===== src/hw/rtl/ppc_pkg.sv =====
// Shared types, register indexes and constants of the primitive pixel coverage unit.
`default_nettype none

package ppc_pkg;

    localparam int PIX_W       = 12;
    localparam int ADDR_W      = 24;
    localparam int COLOR_W     = 32;
    localparam int COORD_RAW_W = 15;
    localparam int DIM_W       = 13;
    localparam int MODE_W      = 2;
    localparam int CFG_IDX_W   = 3;
    localparam int CFG_DATA_W  = 32;

    localparam int DEF_MAX_FRAME_DIM = 4096;
    localparam int DEF_COORD_BITS    = 15;

    localparam logic [DIM_W-1:0] RESET_FRAME_WIDTH  = DIM_W'(640);
    localparam logic [DIM_W-1:0] RESET_FRAME_HEIGHT = DIM_W'(480);

    typedef enum logic [CFG_IDX_W-1:0] {
        REG_SHAPE_MODE   = 3'd0,
        REG_FIRST_X      = 3'd1,
        REG_FIRST_Y      = 3'd2,
        REG_SECOND_X     = 3'd3,
        REG_SECOND_Y     = 3'd4,
        REG_DRAW_COLOR   = 3'd5,
        REG_FRAME_WIDTH  = 3'd6,
        REG_FRAME_HEIGHT = 3'd7
    } reg_idx_t;

    typedef enum logic [MODE_W-1:0] {
        SHAPE_RECT   = 2'd0,
        SHAPE_CIRCLE = 2'd1,
        SHAPE_LINE   = 2'd2
    } shape_t;

    typedef struct packed {
        logic [PIX_W-1:0] pixel_x;
        logic [PIX_W-1:0] pixel_y;
    } pixel_in_t;

    typedef struct packed {
        logic               write_enable;
        logic [ADDR_W-1:0]  write_address;
        logic [COLOR_W-1:0] write_color;
    } pixel_out_t;

    typedef struct packed {
        logic [MODE_W-1:0]      shape_mode;
        logic [COORD_RAW_W-1:0] first_x;
        logic [COORD_RAW_W-1:0] first_y;
        logic [COORD_RAW_W-1:0] second_x;
        logic [COORD_RAW_W-1:0] second_y;
        logic [COLOR_W-1:0]     draw_color;
        logic [DIM_W-1:0]       frame_width;
        logic [DIM_W-1:0]       frame_height;
    } cfg_t;

endpackage

`default_nettype wire


===== src/hw/rtl/ppc_icpt_div.sv =====
// Sequential restoring divider that works out the line intercept term after each setup change.
`default_nettype none

module ppc_icpt_div
    import ppc_pkg::*;
#(
    parameter int COORD_BITS = DEF_COORD_BITS
) (
    input  wire logic                         aclk,
    input  wire logic                         aresetn,
    input  wire logic                         restart,
    input  wire logic signed [COORD_BITS-1:0] ax,
    input  wire logic signed [COORD_BITS-1:0] ay,
    input  wire logic signed [COORD_BITS-1:0] bx,
    input  wire logic signed [COORD_BITS-1:0] by,
    output logic                              busy,
    output logic signed [2*COORD_BITS:0]      q0
);

    localparam int CB    = COORD_BITS;
    localparam int NW    = 2 * CB;
    localparam int CNT_W = $clog2(NW);

    typedef enum logic [2:0] {
        ST_LOAD = 3'b001,
        ST_DIV  = 3'b010,
        ST_DONE = 3'b100
    } div_state_t;

    div_state_t         state_reg, state_next;
    logic [CNT_W-1:0]   cnt_reg, cnt_next;
    logic [NW-1:0]      acc_reg, acc_next;
    logic [CB:0]        rem_reg, rem_next;
    logic [CB:0]        den_reg, den_next;
    logic               neg_reg, neg_next;

    logic signed [CB:0]   dxl, dyl, dyn;
    logic                 dneg;
    logic signed [NW:0]   prod;
    logic [CB+1:0]        trial;
    logic                 fits;

    assign dxl  = (CB+1)'(bx) - (CB+1)'(ax);
    assign dyl  = (CB+1)'(by) - (CB+1)'(ay);
    assign dneg = dxl[CB];
    assign dyn  = dneg ? -dyl : dyl;
    assign prod = dyn * ax;

    assign trial = {rem_reg, acc_reg[NW-1]};
    assign fits  = trial >= {1'b0, den_reg};

    always_comb begin
        state_next = state_reg;
        cnt_next   = cnt_reg;
        acc_next   = acc_reg;
        rem_next   = rem_reg;
        den_next   = den_reg;
        neg_next   = neg_reg;
        unique case (state_reg)
            ST_LOAD: begin
                neg_next   = prod[NW];
                acc_next   = prod[NW] ? NW'(-prod) : NW'(prod);
                den_next   = dneg ? (CB+1)'(-dxl) : (CB+1)'(dxl);
                rem_next   = '0;
                cnt_next   = '0;
                state_next = ST_DIV;
            end
            ST_DIV: begin
                rem_next = fits ? (CB+1)'(trial - {1'b0, den_reg}) : trial[CB:0];
                acc_next = {acc_reg[NW-2:0], fits};
                cnt_next = cnt_reg + 1'b1;
                if (cnt_reg == CNT_W'(NW - 1)) begin
                    state_next = ST_DONE;
                end
            end
            ST_DONE: begin
                state_next = ST_DONE;
            end
            default: begin
                state_next = ST_LOAD;
            end
        endcase
        if (restart) begin
            state_next = ST_LOAD;
        end
    end

    always_ff @(posedge aclk) begin
        if (!aresetn) begin
            state_reg <= ST_LOAD;
        end else begin
            state_reg <= state_next;
        end
        cnt_reg <= cnt_next;
        acc_reg <= acc_next;
        rem_reg <= rem_next;
        den_reg <= den_next;
        neg_reg <= neg_next;
    end

    assign busy = (state_reg != ST_DONE);
    assign q0   = neg_reg ? -signed'({1'b0, acc_reg}) : signed'({1'b0, acc_reg});

endmodule

`default_nettype wire


===== config.mk =====
export PLATFORM = sky130hd
export DESIGN_NAME = ppc_icpt_div
export DESIGN_NICKNAME = d
export VERILOG_FILES = /design/src/hw/rtl/ppc_pkg.sv /design/src/hw/rtl/ppc_icpt_div.sv
export SDC_FILE = /design/constraint.sdc
export NUM_CORES = 1
export LEC_CHECK = 0
export BUFFER_PORTS_ARGS = -buffer_cell sky130_fd_sc_hd__buf_4
export CORE_ASPECT_RATIO = 1.5
export CORE_MARGIN = 2
export CORE_UTILIZATION = 60
export DETAILED_ROUTE_END_ITERATION = 12
export HOLD_SLACK_MARGIN = 0.08
export PLACE_DENSITY_LB_ADDON = 0.3
export SLEW_MARGIN = 10
export SYNTH_ARGS = -nofsm -noshare
export SYNTH_HDL_FRONTEND = slang
export SYNTH_SLANG_ARGS = --single-unit
export TNS_END_PERCENT = 50

===== constraint.sdc =====
create_clock -name aclk -period 15.9 [get_ports aclk]
set_input_delay 1.59 -clock aclk [delete_from_list [all_inputs] [get_ports aclk]]
set_output_delay 1.59 -clock aclk [all_outputs]
set_load 0.1 [all_outputs]

==> run metrics <==
max reg flops 30; Worst Path Arrival 12.09 ns; Vias per Instance 5.80; Starting Density 61.1%; initial antenna violation count 0; htree depth 3; Die Height 205 µm; Skew-Pair Late Insertion Delay 0.34 ns; GRT overflow 0; Placeable Area 0.0265 mm²; peak fanout along the critical path 27; Worst EP required 15.95 ns; Max Slew Vio Count 0; Synth-to-Final Area Change 8.09%; # clock sinks 71; Iter 0 DRT Violations 815; total track usage 29.7%; Hold Crit Class flop to flop; routed len/inst 17.7 µm; post-synthesis sequential area ratio 13.0%; cell count after placement 2273; ys flop type edfxtp_1; fmax 83.1 MHz; number of placed I/O pins 95; Final ANT Viol Nets 0; I/O Buffers 94; crit path capture type flop; CTS tree built; WHS 0.618 ns; Crit-path slowest cell fa_1; largest net degree at the start of global routing 52; die area 0.0283 mm²; chip width 138 µm; Layout Cells excl Fill 2289; total CTS buffers 9; hold buffers post-CTS 0; Setup Viol. Count Final 0; layout cells sized above 1 7.58%; critical path launch point type input port; HPWL Detailed 33700 µm; Async SR Flop Fraction 0%; most used cell, CP fa_1; commonest non-fill, non-tap cells in the layout inv_1, fa_1, nand2_1; postcts setup bufs 0; worst path bufs/invs 8; critical path class input port to flop; # DRC 0; first-pass GRT wire length 67900 µm; Synth Register Bits 71; RSZ-0062 raised after global routing no; Hold Violations, Final 0; EDFF count, synth 68; cell family with most CP delay adder cells; final-stage net count 2384; status completed; Rows 73; Resize count post-CTS 0; MaxCap Viol Count 0; Max stage delay on crit path 0.78 ns; DR pass1 iterations 5; post-place setup slack 3.56 ns; Reg clk slew, reported paths 0.05 ns; clock skew 0.00866 ns; Least-Margin Pin Slew 1.07 ns; fin crit share 75.7%; Synth cell types 77; gpl congestion 0.986; Syn Nets 2322; clk root buf clkbuf_16; maximum buffer depth of the clock tree 2; max_slew headroom 28.2%; Mapped Area 0.0162 mm²; Ys Warns 0; vias in the first global route 14000; setup TNS 0 ns; Antenna diodes 0; DR vias 13300; commonest non-fill, non-tap cell in the layout inv_1; Avg Inst Size Synth 8.58 µm²; min Tclk post-route 12.04 ns; Post-Route WL 40500 µm; setup ws final 3.86 ns; synthesized instance count 1885
==> metal layers <==
layer	vias to the layer above	GRT usage [%]	wire length, µm
met4	0	15.9	2490
met2	486	55.2	20900
met3	148	2.29	2040
li1	6241	-	-
met5	-	0	0
met1	6404	33.8	15100
==> cell type report <==
| type | instances | area (µm²) |
|---|---|---|
| Multi-Input combinational cell | 1410 | 12500 |
| Fill cell | 2184 | 9010 |
| Sequential cell | 71 | 2100 |
| Inverter | 348 | 1310 |
| Timing Repair Buffer | 107 | 803 |
| Tap cell | 337 | 422 |
| Clock buffer | 9 | 225 |
| Clock inverter | 7 | 72.6 |
==> cell families after synthesis <==
family / after synthesis / share of synthesized area (%)
muxes: 6 / 0.371
DFF: 71 / 13.0
and+or+nand+nor: 564 / 16.6
AOI/OAI and AO/OA: 310 / 12.4
buffers and inverters: 404 / 9.45
xor gates and xnor gates: 156 / 8.45
adders and majority gates: 374 / 39.7
==> tightest hold or removal path, cell delays in order, from the launching register on <==
cell	delay (ns)
edfxtp_1	0.38
nand2_1	0.06
o21ai_0	0.07
==> worst paths after layout <==
check                                 from          end  slack, ns  cells past startpoint
worst max-delay path                 by[0]  acc_reg[17]       3.86                     37
worst min-delay path            acc_reg[6]   acc_reg[7]       0.62                      2
worst max register to register  den_reg[1]   rem_reg[5]      12.37                     12
worst min register to register  acc_reg[6]   acc_reg[7]       0.62                      2
==> synthesized netlist by cell type (3+ instances only) <==
library cell  number  area share (%)
xnor2_1          104             5.6
o2111ai_1          4            0.22
mux2i_1            6            0.37
o31ai_1           25             1.2
clkbuf_1          53             1.2
nor4_1            10            0.39
a21o_1            21            0.97
nor3_1            24            0.74
and3_1            10            0.39
o21ai_1           20            0.62
or4_1              9            0.42
o21bai_1           8            0.37
ha_1             142              11
a31oi_1            7            0.27
a21oi_1           75             2.3
nand2_1          191             4.4
o21ai_0           73             2.3
fa_1             232              29
nand4_1           11            0.43
a211o_1            5            0.27
and4_1             3            0.16
nor2b_1           12            0.46
and2_1            63             2.4
or2_2              9            0.35
dfxtp_1            3            0.37
nor2_1           147             3.4
o211ai_1           5            0.23
edfxtp_1          68              13
or3_1             11            0.43
nand3b_1           3            0.14
a211oi_1           8            0.37
nand3_1           30            0.93
o41ai_1            6            0.32
o21a_1            13            0.60
nand4b_1           5            0.27
xor2_1            52             2.8
inv_1            346             8.0
nand2b_1          15            0.58
a2111oi_0          5            0.27
a21boi_0           4            0.19
==> per-stage QoR <==
stage	area, µm²	util [%]
global placement	17200	64.9
global route	17500	66.0
CTS	17500	66.0
finish	17500	66.0
detailed placement	17200	64.9
floorplan	16200	-
Power is left out: the tool's default activity adds up to more than one toggle a clock period on the data nets, which glitch-free logic cannot reach.
